### config.mk
export PLATFORM = sky130hd
export DESIGN_NAME = kth_permutation_unrank_top
export DESIGN_NICKNAME = d
export VERILOG_FILES = /design/src/rtl/kpu_pkg.sv /design/src/rtl/kpu_cell.sv /design/src/rtl/kth_permutation_unrank_top.sv
export SDC_FILE = /design/constraint.sdc
export NUM_CORES = 1
export LEC_CHECK = 0
export BUFFER_PORTS_ARGS = -buffer_cell sky130_fd_sc_hd__buf_2
export CAP_MARGIN = 20
export CORE_MARGIN = 1.5
export CORE_UTILIZATION = 39
export DETAILED_ROUTE_END_ITERATION = 6
export GPL_TIMING_DRIVEN = 0
export HOLD_SLACK_MARGIN = 0.05
export PLACE_DENSITY = 0.63
export SKIP_CTS_REPAIR_TIMING = 1
export SLEW_MARGIN = 20
export SYNTH_ARGS = -nofsm -noshare
export SYNTH_HDL_FRONTEND = slang
export SYNTH_SLANG_ARGS = --single-unit
### constraint.sdc
create_clock -name clk -period 25.5 [get_ports clk]
set_input_delay 5.1 -clock clk [delete_from_list [all_inputs] [get_ports clk]]
set_output_delay 5.1 -clock clk [all_outputs]
set_load 0.005 [all_outputs]
### src/rtl/kpu_pkg.sv
// Shared types, constants and the factorial lookup for the permutation unranker.
// No dependencies; every other file of the block imports this package.
package kpu_pkg;

    localparam int SYM_W  = 4;
    localparam int RANK_W = 19;

    typedef enum logic [1:0] {
        ST_IDLE,
        ST_RUN,
        ST_ERR
    } state_t;

    // Control word broadcast from the sequencer to every symbol cell.
    typedef struct packed {
        logic             load;
        logic             advance;
        logic [SYM_W-1:0] sel;
    } cell_ctrl_t;

    // Returns i! for i from 0 to 9, and 0 for codes that have no meaning here.
    function automatic logic [RANK_W-1:0] fact_of(input logic [SYM_W-1:0] i);
        logic [RANK_W-1:0] f;
        case (i)
            4'd0:    f = 19'd1;
            4'd1:    f = 19'd1;
            4'd2:    f = 19'd2;
            4'd3:    f = 19'd6;
            4'd4:    f = 19'd24;
            4'd5:    f = 19'd120;
            4'd6:    f = 19'd720;
            4'd7:    f = 19'd5040;
            4'd8:    f = 19'd40320;
            4'd9:    f = 19'd362880;
            default: f = 19'd0;
        endcase
        return f;
    endfunction

endpackage

### src/rtl/kpu_cell.sv
// One cell of the unused-symbol list.
// Depends on kpu_pkg for the control word type.
module kpu_cell
    import kpu_pkg::*;
#(
    parameter int IDX = 0
)
(
    input  logic             clk,
    input  logic             rst_n,
    input  cell_ctrl_t       ctrl,
    input  logic [SYM_W-1:0] right,
    output logic [SYM_W-1:0] sym
);

    logic [SYM_W-1:0] sym_reg;
    logic [SYM_W-1:0] sym_next;

    // When a symbol at or left of this cell is taken, the list closes the gap.
    always_comb
    begin
        sym_next = sym_reg;
        if (ctrl.load)
        begin
            sym_next = SYM_W'(IDX + 1);
        end
        else if (ctrl.advance && (ctrl.sel <= SYM_W'(IDX)))
        begin
            sym_next = right;
        end
    end

    always_ff @(posedge clk or negedge rst_n)
    begin
        if (!rst_n)
        begin
            sym_reg <= '0;
        end
        else
        begin
            sym_reg <= sym_next;
        end
    end

    assign sym = sym_reg;

endmodule

### src/rtl/kth_permutation_unrank_top.sv
// Top level of the lexicographic permutation unranker.
// Depends on kpu_pkg and instantiates a row of kpu_cell.
//
// Each input word carries a symbol count n and a one-based rank k, and the block
// answers with the n symbols of the k-th permutation of 1..n in ascending
// lexicographic order, one output word per symbol, most significant first, with
// last set on the n-th word. A count of zero or above MAX_SYMBOLS, or a rank of
// zero or above n!, yields a single word with digit 0 and both last and error
// set. The unused symbols live in a row of MAX_SYMBOLS cells, smallest first.
// For every position the sequencer compares the remaining rank against all
// multiples of the current factorial at once, which gives the index of the
// symbol to take; that cell's symbol is emitted and the cells above it each
// shift down by one, so the row stays sorted. An input word is taken while the
// block is idle; then one output word is produced per cycle whenever the output
// register is free, that is empty or not stalled, and an erroneous item yields
// its single error word the same way. The next input word is accepted as
// soon as the last output word has been placed in the output register, even if
// that word has not yet been taken.
module kth_permutation_unrank_top
    import kpu_pkg::*;
#(
    parameter int MAX_SYMBOLS = 9
)
(
    input  logic              clk,
    input  logic              rst_n,
    input  logic              in_valid,
    output logic              in_stall,
    input  logic [SYM_W-1:0]  count,
    input  logic [RANK_W-1:0] rank,
    output logic              out_valid,
    input  logic              out_stall,
    output logic [SYM_W-1:0]  digit,
    output logic              last,
    output logic              error
);

    localparam int IDX_W = (MAX_SYMBOLS > 1) ? $clog2(MAX_SYMBOLS) : 1;

    state_t            state_reg, state_next;
    logic [RANK_W-1:0] r_reg, r_next;
    logic [SYM_W-1:0]  rem_reg, rem_next;
    logic              out_valid_reg, out_valid_next;
    logic [SYM_W-1:0]  digit_reg, digit_next;
    logic              last_reg, last_next;
    logic              error_reg, error_next;

    logic              in_take;
    logic              in_bad;
    logic              out_free;
    cell_ctrl_t        ctrl;
    logic [SYM_W-1:0]  cell_sym [MAX_SYMBOLS];
    logic [RANK_W-1:0] thr [MAX_SYMBOLS];
    logic [MAX_SYMBOLS-1:0] ge;
    logic [SYM_W-1:0]  sel;
    logic [RANK_W-1:0] fact_rem;

    // The input side is free whenever no item is being worked on.
    assign in_stall = (state_reg != ST_IDLE);
    assign in_take  = in_valid && !in_stall;
    assign out_free = !out_valid_reg || !out_stall;

    assign in_bad = (count == '0) || (count > SYM_W'(MAX_SYMBOLS)) ||
                    (rank == '0) || (rank > fact_of(count));

    // The multiples j * (rem)! for j = 0 .. MAX_SYMBOLS-1. The remaining rank is
    // always below (rem+1)!, so the number of multiples it reaches is the index
    // of the symbol to take.
    assign fact_rem = fact_of(rem_reg);

    always_comb
    begin
        for (int j = 0; j < MAX_SYMBOLS; j++)
        begin
            thr[j] = RANK_W'(fact_rem * RANK_W'(j));
            ge[j]  = (j != 0) && (r_reg >= thr[j]);
        end
    end

    always_comb
    begin
        sel = '0;
        for (int j = 1; j < MAX_SYMBOLS; j++)
        begin
            sel = sel + SYM_W'(ge[j]);
        end
    end

    // Sequencer: next state, remaining rank and the output register.
    always_comb
    begin
        state_next     = state_reg;
        r_next         = r_reg;
        rem_next       = rem_reg;
        out_valid_next = out_valid_reg;
        digit_next     = digit_reg;
        last_next      = last_reg;
        error_next     = error_reg;
        ctrl.load      = 1'b0;
        ctrl.advance   = 1'b0;
        ctrl.sel       = sel;

        if (out_valid_reg && !out_stall)
        begin
            out_valid_next = 1'b0;
        end

        case (state_reg)
            ST_IDLE:
            begin
                if (in_take)
                begin
                    ctrl.load = 1'b1;
                    r_next    = rank - RANK_W'(1);
                    rem_next  = count - SYM_W'(1);
                    state_next = in_bad ? ST_ERR : ST_RUN;
                end
            end
            ST_RUN:
            begin
                if (out_free)
                begin
                    ctrl.advance   = 1'b1;
                    out_valid_next = 1'b1;
                    digit_next     = cell_sym[sel[IDX_W-1:0]];
                    last_next      = (rem_reg == '0);
                    error_next     = 1'b0;
                    r_next         = r_reg - thr[sel[IDX_W-1:0]];
                    rem_next       = rem_reg - SYM_W'(1);
                    if (rem_reg == '0)
                    begin
                        state_next = ST_IDLE;
                    end
                end
            end
            ST_ERR:
            begin
                if (out_free)
                begin
                    out_valid_next = 1'b1;
                    digit_next     = '0;
                    last_next      = 1'b1;
                    error_next     = 1'b1;
                    state_next     = ST_IDLE;
                end
            end
            default:
            begin
                state_next = ST_IDLE;
            end
        endcase
    end

    always_ff @(posedge clk or negedge rst_n)
    begin
        if (!rst_n)
        begin
            state_reg     <= ST_IDLE;
            out_valid_reg <= 1'b0;
            rem_reg       <= '0;
        end
        else
        begin
            state_reg     <= state_next;
            out_valid_reg <= out_valid_next;
            rem_reg       <= rem_next;
        end
    end

    always_ff @(posedge clk)
    begin
        r_reg     <= r_next;
        digit_reg <= digit_next;
        last_reg  <= last_next;
        error_reg <= error_next;
    end

    // Row of symbol cells; on a shift, each cell at or above the taken index takes its right neighbor's symbol.
    for (genvar i = 0; i < MAX_SYMBOLS; i++)
    begin : g_cell
        logic [SYM_W-1:0] right_sym;
        if (i == MAX_SYMBOLS - 1)
        begin : g_end
            assign right_sym = '0;
        end
        else
        begin : g_mid
            assign right_sym = cell_sym[i + 1];
        end

        kpu_cell #(
            .IDX (i)
        ) u_cell (
            .clk   (clk),
            .rst_n (rst_n),
            .ctrl  (ctrl),
            .right (right_sym),
            .sym   (cell_sym[i])
        );
    end

    assign out_valid = out_valid_reg;
    assign digit     = digit_reg;
    assign last      = last_reg;
    assign error     = error_reg;

    // An error word is always the only, and so the last, word of its item.
    a_err_last: assert property (@(posedge clk) disable iff (!rst_n)
        out_valid && error |-> last)
        else $error("error word without last");

    // A good item never emits the empty symbol.
    a_digit_nonzero: assert property (@(posedge clk) disable iff (!rst_n)
        out_valid && !error |-> digit != '0)
        else $error("zero digit on a good word");

    // A rejected item goes straight to the error state.
    a_bad_to_err: assert property (@(posedge clk) disable iff (!rst_n)
        in_valid && !in_stall && in_bad |=> state_reg == ST_ERR)
        else $error("bad item not routed to error");

    // The position counter never exceeds the row of cells while running.
    a_rem_range: assert property (@(posedge clk) disable iff (!rst_n)
        state_reg == ST_RUN |-> rem_reg < SYM_W'(MAX_SYMBOLS))
        else $error("position counter out of range");

    // The remaining rank stays below the factorial of the unused symbol count.
    a_rank_bound: assert property (@(posedge clk) disable iff (!rst_n)
        state_reg == ST_RUN |-> r_reg < RANK_W'(fact_rem * RANK_W'(rem_reg + SYM_W'(1))))
        else $error("remaining rank out of bounds");

endmodule

==> results_dict.tcl <==
set metrics [dict create \
    skew_ps 10.00 \
    clock_path_buffers 2 \
    critPathMaxFanout 13 \
    synth_xor_area_share_pct 5.459 \
    startpoint "rem_reg[3]" \
    crit_path_end "r_reg[18]" \
    n_antenna_cell 0 \
    synth_fa_ha_area_share_pct 28.41 \
    drv_cap 0 \
    syn-cell-area_sq_um 11070 \
    grt_max_degree 37 \
    initial_core_util_pct 39.74 \
    port_buffers 34 \
    worst_pin_slew_ps 934.4 \
    via_per_inst 6.073 \
    fmax_mhz 82.74 \
    grt_pass1_vias 10500 \
    synth_top_cell_by_area "ha_1" \
    syn2layout_area_growth_pct 8.906 \
    final_cell_mix "ha_1 (225), nand2_1 (125), a21oi_1 (112), nor2_1 (91), o21ai_0 (77)" \
    synthCells 1334 \
    ys_seq_elements 61 \
    root_buffer "clkbuf_16" \
    grt_antenna_before_repair 0 \
    layout-drive-gt1-share_pct 7.720 \
    ys.flop_type "dfrtp_1" \
    period_share_pct 47.40 \
    end_kind "flop" \
    min_path_type "reg2reg" \
    drt_wl_total_microns 35510 \
    grt_pass1_wl_microns 56180 \
    reg2reg_depth 38 \
    netlist.area_leader.share_pct 25.43 \
    synth_top_family_by_area "adder cells" \
    core_region_area_sq_um 27860 \
    clock_sinks 61 \
    dr.pass1.iters 5 \
    slowest_delay_ps 700 \
    gp_congestion 0.9435 \
    dieWidth_microns 171.5 \
    routed.top_layer "met4" \
    reg2reg_from "rem_reg[3]" \
    met2_length_microns 16060 \
    maxSlewViolCount 0 \
    synth.area.mux_share_pct 3.357 \
    clk_pin_slew_ps 60 \
    synth_edf_count 25 \
    met3_wirelength_microns 2519 \
    drt-initial-drc-count 912 \
    synth_compound_area_share_pct 25.05 \
    die_h_microns 171.5 \
    critPathArrivalTime_ps 12150 \
    ios 35 \
    detailed_place_hpwl_microns 29020 \
    r2r_end "r_reg[18]" \
    critPathLaunchType "flop" \
    mostFrequentLayoutCell "ha_1" \
    run_status "completed" \
    ff2ff_setup_slack_ps 13410 \
    drcViolationCount 0 \
    cts_tree "built" \
    grt_usage_pct 24.79 \
    post-route-min-period_ps 12090 \
    vias 10712 \
    routedLengthMet1_microns 15720 \
    maxSlewHeadroom_pct 37.48 \
    report.final.hold_viol_count 0 \
    drtAntennaViolNets 0 \
    yosys.area_share.simple_pct 17.97 \
    die_area_sq_um 29410 \
    nets 1649 \
    ys_async_sr_fraction_pct 59.02 \
    worstSkewPairLatency_ps 340 \
    crit_slowest_cell "xnor2_1" \
    setup_tns_ps 0 \
    crit_required_ps 25570 \
    ys_seq_area_share_pct 14.92 \
    largest_reg_flops 29 \
    syn_area_per_cell_sq_um 8.299 \
    setup_viol 0 \
    worst-setup-path-type "reg2reg" \
    numCtsBuffers 9 \
    synth_cell_types 95 \
    rsz0062_at_grt "no" \
    routedWlPerCell_microns 20.13 \
    htree_levels 3 \
    grt_overflow_total 0 \
    rows 61 \
    yosysWarnings 0 \
    synth_area_leaders "ha_1 (25%), dfrtp_1 (8.1%), edfxtp_1 (6.8%)" \
]
==> synthesized netlist by cell type, types with 9 or more instances <==
cell        n
a211oi_1   24
a21o_1     33
a21oi_1   112
a31oi_1    16
and2_1      9
clkbuf_1   20
dfrtp_1    36
edfxtp_1   25
fa_1       16
ha_1      225
inv_1      76
mux2i_1    18
nand2_1   125
nand2b_1   19
nand3_1    36
nand4_1    14
nor2_1     91
nor2b_1    25
nor3_1     21
nor4_1     12
o211ai_1   11
o21a_1     30
o21ai_0    77
o21ai_1    12
o22ai_1    11
or3_1       9
xnor2_1    32
xor2_1     37
==> final cells by class <==
class | count | area (sq um)
multi-input combinational | 1156 | 8895
tap | 378 | 473.0
clock buffer | 15 | 330.3
timing repair buffer | 34 | 170.2
clock inverter | 1 | 5.005
inverter | 82 | 310.3
sequential | 61 | 1652
fill | 2794 | 15800
buffer | 37 | 221.5
==> how the worst min path moves through the flow <==
| stage | from | end | slack [ps] | depth (start not counted) |
|---|---|---|---|---|
| final | g_cell[2].u_cell.sym[0] | g_cell[2].u_cell.sym[0] | 520 | 2 |
| after detailed placement | g_cell[5].u_cell.sym[0] | g_cell[4].u_cell.sym[0] | 510 | 2 |
| after global routing | g_cell[6].u_cell.sym[0] | g_cell[6].u_cell.sym[0] | 550 | 2 |
| after global placement | g_cell[5].u_cell.sym[0] | g_cell[4].u_cell.sym[0] | 500 | 2 |
| after floorplan | g_cell[8].u_cell.sym[0] | g_cell[7].u_cell.sym[3] | 470 | 2 |
| after CTS | g_cell[2].u_cell.sym[0] | g_cell[2].u_cell.sym[0] | 520 | 2 |
==> logic make-up after synthesis <==
group                      after synthesis
AOI/OAI and AO/OA                      417
xor gates and xnor gates                69
adders and majority gates              242
buffers and inverters                  119
DFF                                     61
muxes                                   27
other                                    1
and+or+nand+nor                        398
==> critical path, delay by kind of cell (launching register included) <==
family,cells,cell delay [ps]
AO/OA/AOI/OAI,12,2950
XOR/XNOR,2,870
adder cells (fa/ha/maj),8,2910
buffers and inverters,7,2000
flip-flops,1,360
multiplexers,1,110
AND/OR/NAND/NOR,8,2550
==> stage by stage <==
stage	worst slack [ps]	util [%]	hold WS (ps)	instance area [sq um]	std cells
floorplan	16210	-	473.8	11080	1336
global placement	13730	42.08	499.6	11720	1748
detailed placement	13730	42.08	505.0	11720	1748
CTS	13630	43.28	520.9	12060	1764
global route	12980	43.28	553.6	12060	1764
finish	13410	43.28	521.9	12060	1764
==> per-layer routing <==
| layer | vias up | global-route usage, % |
|---|---|---|
| li1 | 5072 | - |
| met1 | 5146 | 32.96 |
| met2 | 406 | 40.77 |
| met3 | 88 | 3.497 |
| met4 | 0 | 8.963 |
| met5 | - | 0 |
Power is left out: the tool's default activity adds up to more than one toggle a clock period on the data nets, which glitch-free logic cannot reach.
